==> src/design/lcst_pkg.sv <==
// ----------------------------------------------------------------------------
// lcst_pkg: shared definitions of the least-connections server table
// Field widths, operation and status codes, controller states and the
// command and status groups between the controller and the datapath.
// ----------------------------------------------------------------------------
package lcst_pkg;

  localparam int unsigned LCST_SLOTS = 16;

  localparam int unsigned FUNC_W  = 3;
  localparam int unsigned KEY_W   = 64;
  localparam int unsigned AMT_W   = 16;
  localparam int unsigned CNT_W   = 32;
  localparam int unsigned STAT_W  = 3;
  localparam int unsigned TOTAL_W = 5;
  localparam int unsigned ENTRY_W = KEY_W + 2 * CNT_W;

  typedef enum logic [FUNC_W-1:0] {
    FN_SELECT = 3'd0,
    FN_INSERT = 3'd1,
    FN_DELETE = 3'd2,
    FN_INCR   = 3'd3,
    FN_DECR   = 3'd4
  } lcst_func_e;

  typedef enum logic [STAT_W-1:0] {
    STAT_OK     = 3'd0,
    STAT_ABSENT = 3'd1,
    STAT_DUP    = 3'd2,
    STAT_FULL   = 3'd3,
    STAT_NONE   = 3'd4
  } lcst_status_e;

  typedef enum logic [1:0] {
    S_IDLE,
    S_SCAN,
    S_DRAIN,
    S_DONE
  } lcst_state_e;

  // Commands from the controller to the datapath.
  typedef struct packed {
    logic load;    // latch the request and restart the scan
    logic rd;      // read the slot at the scan index
    logic commit;  // apply the operation and load the result register
  } lcst_cmd_t;

  // Status from the datapath to the controller.
  typedef struct packed {
    logic scan_last;  // the scan index names the last slot
    logic out_free;   // the result register can take a new item
  } lcst_stat_t;

endpackage

==> src/design/lcst_if.sv <==
// ----------------------------------------------------------------------------
// lcst_if: request and response channels of the server table
// Valid/ready channels; an item moves when valid and ready are both high.
// ----------------------------------------------------------------------------
interface lcst_req_if;
  logic               valid;
  logic               ready;
  logic [2:0]         func;
  logic signed [63:0] server_key;
  logic [15:0]        amount;
  logic [31:0]        start_count;
  logic [31:0]        limit_count;

  modport source (output valid, func, server_key, amount, start_count, limit_count,
                  input ready);
  modport sink   (input valid, func, server_key, amount, start_count, limit_count,
                  output ready);
endinterface

interface lcst_rsp_if;
  logic               valid;
  logic               ready;
  logic [2:0]         status;
  logic signed [63:0] chosen_key;
  logic [31:0]        chosen_count;
  logic [4:0]         entry_total;

  modport source (output valid, status, chosen_key, chosen_count, entry_total,
                  input ready);
  modport sink   (input valid, status, chosen_key, chosen_count, entry_total,
                  output ready);
endinterface

==> src/design/lcst_ram.sv <==
// ----------------------------------------------------------------------------
// lcst_ram: generic simple dual-port RAM
// One write port and one read port with registered read data.
// ----------------------------------------------------------------------------
module lcst_ram #(
  parameter int unsigned Width = 8,
  parameter int unsigned Depth = 16
) (
  input  logic                     clk_i,
  input  logic                     we_i,
  input  logic [$clog2(Depth)-1:0] waddr_i,
  input  logic [Width-1:0]         wdata_i,
  input  logic                     re_i,
  input  logic [$clog2(Depth)-1:0] raddr_i,
  output logic [Width-1:0]         rdata_o
);

  logic [Width-1:0] mem_q [Depth];
  logic [Width-1:0] rdata_q;

  always_ff @(posedge clk_i) begin
    if (we_i) begin
      mem_q[waddr_i] <= wdata_i;
    end
    if (re_i) begin
      rdata_q <= mem_q[raddr_i];
    end
  end

  assign rdata_o = rdata_q;

endmodule

==> src/design/lcst_ctrl.sv <==
// ----------------------------------------------------------------------------
// lcst_ctrl: sequencer of the server table
// Takes a request, sweeps the slot RAM once, then commits the operation.
// ----------------------------------------------------------------------------
module lcst_ctrl
  import lcst_pkg::*;
(
  input  logic       clk_i,
  input  logic       rst_ni,
  input  logic       in_valid_i,
  output logic       in_ready_o,
  input  lcst_stat_t stat_i,
  output lcst_cmd_t  cmd_o
);

  lcst_state_e state_q, state_d;

  always_ff @(posedge clk_i or negedge rst_ni) begin
    if (!rst_ni) begin
      state_q <= S_IDLE;
    end else begin
      state_q <= state_d;
    end
  end

  always_comb begin
    state_d    = state_q;
    in_ready_o = 1'b0;
    cmd_o      = '0;
    case (state_q)
      S_IDLE: begin
        in_ready_o = 1'b1;
        if (in_valid_i) begin
          cmd_o.load = 1'b1;
          state_d    = S_SCAN;
        end
      end
      S_SCAN: begin
        cmd_o.rd = 1'b1;
        if (stat_i.scan_last) begin
          state_d = S_DRAIN;
        end
      end
      // The last slot read returns here and is evaluated.
      S_DRAIN: begin
        state_d = S_DONE;
      end
      S_DONE: begin
        if (stat_i.out_free) begin
          cmd_o.commit = 1'b1;
          state_d      = S_IDLE;
        end
      end
      default: begin
        state_d = S_IDLE;
      end
    endcase
  end

endmodule

==> src/design/lcst_dp.sv <==
// ----------------------------------------------------------------------------
// lcst_dp: datapath of the server table
// Slot RAM, valid bits, scan trackers (key match, first free slot, best
// eligible server), write-back and the result register.
// ----------------------------------------------------------------------------
module lcst_dp
  import lcst_pkg::*;
#(
  parameter int unsigned SLOTS = LCST_SLOTS
) (
  input  logic                     clk_i,
  input  logic                     rst_ni,
  input  lcst_cmd_t                cmd_i,
  output lcst_stat_t               stat_o,
  input  logic [FUNC_W-1:0]        func_i,
  input  logic signed [KEY_W-1:0]  server_key_i,
  input  logic [AMT_W-1:0]         amount_i,
  input  logic [CNT_W-1:0]         start_count_i,
  input  logic [CNT_W-1:0]         limit_count_i,
  input  logic                     out_ready_i,
  output logic                     out_valid_o,
  output logic [STAT_W-1:0]        status_o,
  output logic signed [KEY_W-1:0]  chosen_key_o,
  output logic [CNT_W-1:0]         chosen_count_o,
  output logic [TOTAL_W-1:0]       entry_total_o
);

  localparam int unsigned AW = $clog2(SLOTS);
  localparam int unsigned TW = $clog2(SLOTS + 1);

  // Latched request.
  logic [FUNC_W-1:0]       func_q;
  logic signed [KEY_W-1:0] key_q;
  logic [AMT_W-1:0]        amt_q;
  logic [CNT_W-1:0]        start_q;
  logic [CNT_W-1:0]        limit_q;

  // Scan.
  logic [AW-1:0]    idx_q;
  logic             eval_v_q;
  logic [AW-1:0]    eval_idx_q;
  logic [SLOTS-1:0] valid_q;
  logic [TW-1:0]    total_q;

  // Trackers.
  logic                    hit_q;
  logic [AW-1:0]           hit_idx_q;
  logic [CNT_W-1:0]        hit_cnt_q;
  logic [CNT_W-1:0]        hit_lim_q;
  logic                    free_q;
  logic [AW-1:0]           free_idx_q;
  logic                    best_q;
  logic signed [KEY_W-1:0] best_key_q;
  logic [CNT_W-1:0]        best_cnt_q;

  // RAM.
  logic               ram_we;
  logic [AW-1:0]      ram_waddr;
  logic [ENTRY_W-1:0] ram_wdata;
  logic [ENTRY_W-1:0] ram_rdata;

  logic signed [KEY_W-1:0] r_key;
  logic [CNT_W-1:0]        r_cnt;
  logic [CNT_W-1:0]        r_lim;
  logic                    r_valid;
  logic                    r_better;

  // Result register.
  logic                    out_valid_q;
  logic [STAT_W-1:0]       status_q;
  logic signed [KEY_W-1:0] ckey_q;
  logic [CNT_W-1:0]        ccnt_q;
  logic [TOTAL_W-1:0]      etotal_q;

  // Commit logic.
  lcst_status_e            status_d;
  logic signed [KEY_W-1:0] ckey_d;
  logic [CNT_W-1:0]        ccnt_d;
  logic [TW-1:0]           total_d;
  logic                    set_valid;
  logic                    clr_valid;
  logic [CNT_W:0]          inc_sum;
  logic [CNT_W-1:0]        amt_ext;
  logic [CNT_W-1:0]        new_cnt;

  lcst_ram #(
    .Width (ENTRY_W),
    .Depth (SLOTS)
  ) u_ram (
    .clk_i   (clk_i),
    .we_i    (ram_we),
    .waddr_i (ram_waddr),
    .wdata_i (ram_wdata),
    .re_i    (cmd_i.rd),
    .raddr_i (idx_q),
    .rdata_o (ram_rdata)
  );

  assign stat_o.scan_last = (idx_q == AW'(SLOTS - 1));
  assign stat_o.out_free  = !out_valid_q || out_ready_i;

  assign r_key   = ram_rdata[ENTRY_W-1 -: KEY_W];
  assign r_cnt   = ram_rdata[2*CNT_W-1 -: CNT_W];
  assign r_lim   = ram_rdata[CNT_W-1:0];
  assign r_valid = valid_q[eval_idx_q];
  // Lower count wins; equal counts go to the smaller signed key.
  assign r_better = !best_q || (r_cnt < best_cnt_q) ||
                    ((r_cnt == best_cnt_q) && (r_key < best_key_q));

  always_ff @(posedge clk_i) begin
    if (cmd_i.load) begin
      func_q  <= func_i;
      key_q   <= server_key_i;
      amt_q   <= amount_i;
      start_q <= start_count_i;
      limit_q <= limit_count_i;
    end
    eval_idx_q <= idx_q;
    if (eval_v_q) begin
      if (r_valid && (r_key == key_q) && !hit_q) begin
        hit_idx_q <= eval_idx_q;
        hit_cnt_q <= r_cnt;
        hit_lim_q <= r_lim;
      end
      if (!r_valid && !free_q) begin
        free_idx_q <= eval_idx_q;
      end
      if (r_valid && (r_cnt < r_lim) && r_better) begin
        best_key_q <= r_key;
        best_cnt_q <= r_cnt;
      end
    end
    if (cmd_i.commit) begin
      status_q <= status_d;
      ckey_q   <= ckey_d;
      ccnt_q   <= ccnt_d;
      etotal_q <= TOTAL_W'(total_d);
    end
  end

  always_ff @(posedge clk_i or negedge rst_ni) begin
    if (!rst_ni) begin
      idx_q       <= '0;
      eval_v_q    <= 1'b0;
      valid_q     <= '0;
      total_q     <= '0;
      hit_q       <= 1'b0;
      free_q      <= 1'b0;
      best_q      <= 1'b0;
      out_valid_q <= 1'b0;
    end else begin
      eval_v_q <= cmd_i.rd;
      if (cmd_i.load) begin
        idx_q  <= '0;
        hit_q  <= 1'b0;
        free_q <= 1'b0;
        best_q <= 1'b0;
      end else begin
        if (cmd_i.rd) begin
          idx_q <= idx_q + AW'(1);
        end
        if (eval_v_q) begin
          if (r_valid && (r_key == key_q)) begin
            hit_q <= 1'b1;
          end
          if (!r_valid) begin
            free_q <= 1'b1;
          end
          if (r_valid && (r_cnt < r_lim)) begin
            best_q <= 1'b1;
          end
        end
      end
      if (cmd_i.commit) begin
        total_q <= total_d;
        if (set_valid) begin
          valid_q[free_idx_q] <= 1'b1;
        end
        if (clr_valid) begin
          valid_q[hit_idx_q] <= 1'b0;
        end
      end
      if (cmd_i.commit) begin
        out_valid_q <= 1'b1;
      end else if (out_ready_i) begin
        out_valid_q <= 1'b0;
      end
    end
  end

  assign inc_sum = (CNT_W + 1)'(hit_cnt_q) + (CNT_W + 1)'(amt_q);
  assign amt_ext = CNT_W'(amt_q);

  always_comb begin
    status_d  = STAT_OK;
    ckey_d    = '0;
    ccnt_d    = '0;
    total_d   = total_q;
    set_valid = 1'b0;
    clr_valid = 1'b0;
    ram_we    = 1'b0;
    ram_waddr = hit_idx_q;
    new_cnt   = hit_cnt_q;
    ram_wdata = {key_q, start_q, limit_q};
    case (func_q)
      FN_SELECT: begin
        if (best_q) begin
          ckey_d = best_key_q;
          ccnt_d = best_cnt_q;
        end else begin
          status_d = STAT_NONE;
        end
      end
      FN_INSERT: begin
        if (hit_q) begin
          status_d = STAT_DUP;
        end else if (!free_q) begin
          status_d = STAT_FULL;
        end else begin
          ram_we    = cmd_i.commit;
          ram_waddr = free_idx_q;
          set_valid = 1'b1;
          total_d   = total_q + TW'(1);
        end
      end
      FN_DELETE: begin
        if (hit_q) begin
          clr_valid = 1'b1;
          total_d   = total_q - TW'(1);
        end else begin
          status_d = STAT_ABSENT;
        end
      end
      FN_INCR: begin
        if (hit_q) begin
          // Saturate at the all-ones count.
          new_cnt   = inc_sum[CNT_W] ? '1 : inc_sum[CNT_W-1:0];
          ram_we    = cmd_i.commit;
          ram_wdata = {key_q, new_cnt, hit_lim_q};
        end else begin
          status_d = STAT_ABSENT;
        end
      end
      FN_DECR: begin
        if (hit_q) begin
          new_cnt   = (amt_ext > hit_cnt_q) ? '0 : hit_cnt_q - amt_ext;
          ram_we    = cmd_i.commit;
          ram_wdata = {key_q, new_cnt, hit_lim_q};
        end else begin
          status_d = STAT_ABSENT;
        end
      end
      default: begin
        status_d = STAT_OK;
      end
    endcase
  end

  assign out_valid_o    = out_valid_q;
  assign status_o       = status_q;
  assign chosen_key_o   = ckey_q;
  assign chosen_count_o = ccnt_q;
  assign entry_total_o  = etotal_q;

endmodule

==> src/design/least_connections_server_table.sv <==
// ----------------------------------------------------------------------------
// least_connections_server_table: least-connections server table
// Holds up to SLOTS servers and answers insert, delete, count and select
// requests, one response item for each request item.
// ----------------------------------------------------------------------------
// Usage:
//   Request items enter on req_i and response items leave on rsp_o, both
//   valid/ready channels. Each request sweeps the slot RAM once, one slot
//   per cycle through its single read port, then commits its update and
//   loads the response register.
//   A request is taken only while the controller is idle, so the next
//   request waits until the current one has swept the slots and committed.
//   The next request is taken while a response still waits on rsp_o; that
//   request then holds before its commit until the waiting response leaves.
//   Reset clears all valid bits and the entry count, so the table starts
//   empty with no clearing pass; the slot RAM itself is not cleared.
//   A stalled receiver simply holds the response steady on rsp_o.
// ----------------------------------------------------------------------------
module least_connections_server_table
  import lcst_pkg::*;
#(
  parameter int unsigned SLOTS = LCST_SLOTS
) (
  input  logic      clk_i,
  input  logic      rst_ni,
  lcst_req_if.sink  req_i,
  lcst_rsp_if.source rsp_o
);

  lcst_cmd_t  cmd;
  lcst_stat_t stat;

  lcst_ctrl u_ctrl (
    .clk_i      (clk_i),
    .rst_ni     (rst_ni),
    .in_valid_i (req_i.valid),
    .in_ready_o (req_i.ready),
    .stat_i     (stat),
    .cmd_o      (cmd)
  );

  lcst_dp #(
    .SLOTS (SLOTS)
  ) u_dp (
    .clk_i          (clk_i),
    .rst_ni         (rst_ni),
    .cmd_i          (cmd),
    .stat_o         (stat),
    .func_i         (req_i.func),
    .server_key_i   (req_i.server_key),
    .amount_i       (req_i.amount),
    .start_count_i  (req_i.start_count),
    .limit_count_i  (req_i.limit_count),
    .out_ready_i    (rsp_o.ready),
    .out_valid_o    (rsp_o.valid),
    .status_o       (rsp_o.status),
    .chosen_key_o   (rsp_o.chosen_key),
    .chosen_count_o (rsp_o.chosen_count),
    .entry_total_o  (rsp_o.entry_total)
  );

endmodule

==> src/flat_wrapper.sv <==
// flat-port wrapper written by rule: the top's interface ports become plain ports
module least_connections_server_table_flat import lcst_pkg::*;
#(
  parameter int unsigned SLOTS = LCST_SLOTS
)
  (clk_i, rst_ni, req_i_valid, req_i_func, req_i_server_key, req_i_amount, req_i_start_count, req_i_limit_count, req_i_ready, rsp_o_valid, rsp_o_status, rsp_o_chosen_key, rsp_o_chosen_count, rsp_o_entry_total, rsp_o_ready);
  lcst_req_if req_i_i ();
  lcst_rsp_if rsp_o_i ();
  input  logic clk_i;
  input  logic rst_ni;
  input wire logic [$bits(req_i_i.valid)-1:0] req_i_valid;
  input wire logic [$bits(req_i_i.func)-1:0] req_i_func;
  input wire logic [$bits(req_i_i.server_key)-1:0] req_i_server_key;
  input wire logic [$bits(req_i_i.amount)-1:0] req_i_amount;
  input wire logic [$bits(req_i_i.start_count)-1:0] req_i_start_count;
  input wire logic [$bits(req_i_i.limit_count)-1:0] req_i_limit_count;
  output wire logic [$bits(req_i_i.ready)-1:0] req_i_ready;
  output wire logic [$bits(rsp_o_i.valid)-1:0] rsp_o_valid;
  output wire logic [$bits(rsp_o_i.status)-1:0] rsp_o_status;
  output wire logic [$bits(rsp_o_i.chosen_key)-1:0] rsp_o_chosen_key;
  output wire logic [$bits(rsp_o_i.chosen_count)-1:0] rsp_o_chosen_count;
  output wire logic [$bits(rsp_o_i.entry_total)-1:0] rsp_o_entry_total;
  input wire logic [$bits(rsp_o_i.ready)-1:0] rsp_o_ready;
  assign req_i_i.valid = req_i_valid;
  assign req_i_i.func = req_i_func;
  assign req_i_i.server_key = req_i_server_key;
  assign req_i_i.amount = req_i_amount;
  assign req_i_i.start_count = req_i_start_count;
  assign req_i_i.limit_count = req_i_limit_count;
  assign req_i_ready = req_i_i.ready;
  assign rsp_o_valid = rsp_o_i.valid;
  assign rsp_o_status = rsp_o_i.status;
  assign rsp_o_chosen_key = rsp_o_i.chosen_key;
  assign rsp_o_chosen_count = rsp_o_i.chosen_count;
  assign rsp_o_entry_total = rsp_o_i.entry_total;
  assign rsp_o_i.ready = rsp_o_ready;
  least_connections_server_table #(.SLOTS(SLOTS)) u_core (.clk_i(clk_i), .rst_ni(rst_ni), .req_i(req_i_i), .rsp_o(rsp_o_i));
endmodule
==> config.mk <==
export PLATFORM = sky130hd
export DESIGN_NAME = least_connections_server_table_flat
export DESIGN_NICKNAME = d
export VERILOG_FILES = /design/src/design/lcst_pkg.sv /design/src/design/lcst_if.sv /design/src/design/lcst_ram.sv /design/src/design/lcst_ctrl.sv /design/src/design/lcst_dp.sv /design/src/design/least_connections_server_table.sv /design/src/flat_wrapper.sv
export SDC_FILE = /design/constraint.sdc
export NUM_CORES = 2
export LEC_CHECK = 0
export BUFFER_PORTS_ARGS = -buffer_cell sky130_fd_sc_hd__buf_2
export CORE_MARGIN = 2
export CORE_UTILIZATION = 36
export DETAILED_ROUTE_END_ITERATION = 8
export PLACE_DENSITY = 0.51
export SLEW_MARGIN = 30
export SYNTH_ARGS = -nofsm -noshare
export SYNTH_HDL_FRONTEND = slang
export SYNTH_SLANG_ARGS = --single-unit
==> constraint.sdc <==
create_clock -name clk_i -period 14.6 [get_ports clk_i]
set_input_delay 2.19 -clock clk_i [delete_from_list [all_inputs] [get_ports clk_i]]
set_output_delay 2.19 -clock clk_i [all_outputs]
set_load 0.01 [all_outputs]
==> run summary <==
Largest net degree at the start of global routing: 132
Worst Path Max Fanout: 61
Final cycle utilization of the critical path: 45.4%
Pre-Repair DR Iteration Count: 6
Area of the multi-input gates: 0.0231 sq mm
Die height: 539 microns
FF-to-FF path depth: 13
Vias: 50277
Synth Area per Inst: 21.2 sq um
Crit path DAT: 7.08 ns
Total setup buffers inserted after CTS: 0
Max_slew headroom: 32.8%
# fillers: 24953
Antenna violations before repair: 20
First-pass GRT wire length: 386000 microns
Class of the most critical setup path: primary input to register
Antenna-violating nets left: 0
DIE AREA: 0.291 sq mm
Area Growth Syn to Fin: 15.1%
Clock Tree Buf Depth: 4
Total I/O pin count: 257
Final Power: 21.2 mW
Seq cells post-synth: 2631
Clock share of power: 32.8%
CP required: 15.05 ns
Main synth FF type: edfxtp_1
Share of cells above drive strength 1: 26.4%
Hold Crit Class: register to register
Syn Nets: 5182
# hold bufs at CTS: 0
Power share of the sequential group: 46.5%
Combinational Power Share: 20.7%
Post-synth cell types: 92
Clk_lat worst skew: 0.85 ns
Mapped Area: 0.103 sq mm
Sequential cell area fraction in the yosys report: 76.4%
Commonest non-fill, non-tap cells in the layout: 2595 x edfxtp_1, 645 x mux4_2, 295 x clkbuf_16, 256 x buf_2, 191 x inv_1
Fin worst setup slack: 7.97 ns
Post-DP HPWL: 156000 microns
Initial Utilization: 36.2%
Max-cap check violation count: 0
Post-synth ARST share: 1.22%
Maximum level of the CTS H-tree: 5
Worst hold margin: 0.454 ns
Via/cell ratio: 5.40
Net Switching: 5.98 mW
CTS tree: built
Setup tns final: 0 ns
Initial DRC count: 5211
Status: complete, no violations
Final Hold Viols: 0
Gr ovfl total: 0
Post-route DRC: 0
Worst Setup End Kind: register
Pins Over Slew Limit: 0
Sequential cell area: 0.0788 sq mm
Port Buffers: 256
Hold path depth: 0
Fin crit period: 6.63 ns
Syn. warnings: 0
Total CTS buffers: 285
Synthesized netlist cell count: 4864
GRT Overall Usage: 18.4%
Commonest non-fill, non-tap cell in the layout: edfxtp_1
Pwr per Cell Area: 179 mW/mm^2
Fin Clk Skew: 0.0561 ns
Startpoint type of the worst setup path: primary input
Die Width: 539 microns
Post-CTS sizing: 0
Core ar.: 0.285 sq mm
Number of global-route vias before repair: 51363
DR WL/cell: 29.2 microns
Leakage: 38.3 nW
Utilization after layout: 41.6%
Reg clk slew, reported paths: 0.06 ns
Switch share: 28.2%
Maximum VDD drop: 0.121 mV
Final nets: 5639
WL final: 272000 microns
Row count: 196
Clock Sinks: 2631
CTS root buffer: clkbuf_16
Routability congestion estimate: 0.835
Fmax: 151 MHz
Internal power: 15.2 mW
RSZ-0062 raised after global routing: no
Final count of negative-setup-slack endpoints: 0
Pre-CTS WS: 6.94 ns
Tightest Pin Transition: 1.01 ns
EDFF count, synth: 2595
==> final timing paths <==
path,start,end,slack (ns)
setup reg to reg,u_core.u_dp.func_q[2],u_core.u_dp.u_ram.mem_q[2][73],8.21
setup / recovery,rsp_o_ready,u_core.u_dp.u_ram.mem_q[2][73],7.97
hold / removal,u_core.u_dp.u_ram.rdata_o[29],u_core.u_dp.hit_lim_q[29],0.45
min in group asynchronous,rst_ni,u_core.u_dp.out_valid_o,1.48
hold reg to reg,u_core.u_dp.u_ram.rdata_o[29],u_core.u_dp.hit_lim_q[29],0.45
max in group asynchronous,rst_ni,u_core.u_dp.idx_q[3],12.42
==> Yosys cell counts, types with 28 or more instances <==
cell,instances,area (sq um)
a21oi_1,111,556
edfxtp_1,2595,77900
ha_1,165,2060
xnor2_1,37,324
and2_1,100,626
buf_1,50,188
nand4_1,41,257
xor2_1,37,324
nand2_1,190,713
dfrtp_1,32,801
clkbuf_1,113,424
inv_1,191,717
mux4_2,645,14500
nor2_1,95,357
o21ai_0,66,330
buf_2,28,140
==> power by group through the flow <==
stage / clock (mW) / sequential (mW) / combinational (mW)
after floorplan: 0 / 9.67 / 3.04
after global placement: 0 / 10.0 / 4.41
after detailed placement: 0 / 10.0 / 4.44
after CTS: 7.14 / 9.88 / 4.46
after global routing: 7.42 / 9.91 / 4.73
final: 6.97 / 9.86 / 4.39
==> layout make-up <==
class                      count  area share [%]
sequential                  2631            66.4
clock buffer                 358            6.42
multi-input combinational   1843            19.5
timing repair buffer         366            2.03
clock inverter               141            1.05
inverter                     194           0.619
antenna                        9          0.0190
tap                         3762            3.97
==> state kept, by name (all words and copies together), names as in the netlist, 2 cells and up <==
signal and cells:
u_core.u_dp.limit_q 32, u_core.u_ctrl.state_q 2, u_core.u_dp.chosen_key_o 64, u_core.u_dp.valid_q 16
u_core.u_dp.status_o 3, u_core.u_dp.start_q 32, u_core.u_dp.best_cnt_q 32, u_core.u_dp.chosen_count_o 32
u_core.u_dp.u_ram.mem_q 2048, u_core.u_dp.idx_q 4, u_core.u_dp.hit_idx_q 4, u_core.u_dp.eval_idx_q 4
u_core.u_dp.func_q 3, u_core.u_dp.total_q 5, u_core.u_dp.free_idx_q 4, u_core.u_dp.hit_cnt_q 32
u_core.u_dp.hit_lim_q 32, u_core.u_dp.key_q 64, u_core.u_dp.best_key_q 64, u_core.u_dp.amt_q 16
u_core.u_dp.entry_total_o 5, u_core.u_dp.u_ram.rdata_o 128
==> stage by stage <==
stage | cell area, sq um | cells
2_1_floorplan | 103000 | 4864
3_3_place_gp | 109000 | 8790
3_5_place_dp | 110000 | 8792
4_1_cts | 118000 | 9291
5_1_grt | 119000 | 9296
6_report | 119000 | 9304
==> critical path: stages <==
cell and delay [ns]:
buf_2 0.08, nand2b_1 0.14, nand2_1 0.32, inv_6 0.63, nand3_1 0.50, nor2_4 0.79, buf_4 0.77, buf_4 0.71
buf_4 0.78
==> logic make-up after synthesis <==
| family | Yosys count | synth area share [%] |
|---|---|---|
| DFF | 2631 | 76.4 |
| and+or+nand+nor | 584 | 2.89 |
| adders and majority gates | 167 | 2.04 |
| AOI/OAI and AO/OA | 366 | 2.36 |
| buffers and inverters | 390 | 1.48 |
| muxes | 652 | 14.2 |
| xor gates and xnor gates | 74 | 0.629 |
==> metal layers <==
layer	share of wire (%)	track usage [%]
met1	46	27.2
met2	47	28.8
met3	5.8	2.72
met4	2.0	4.15
met5	0.0026	0
Note: power is estimated with default switching activity, not from simulation.
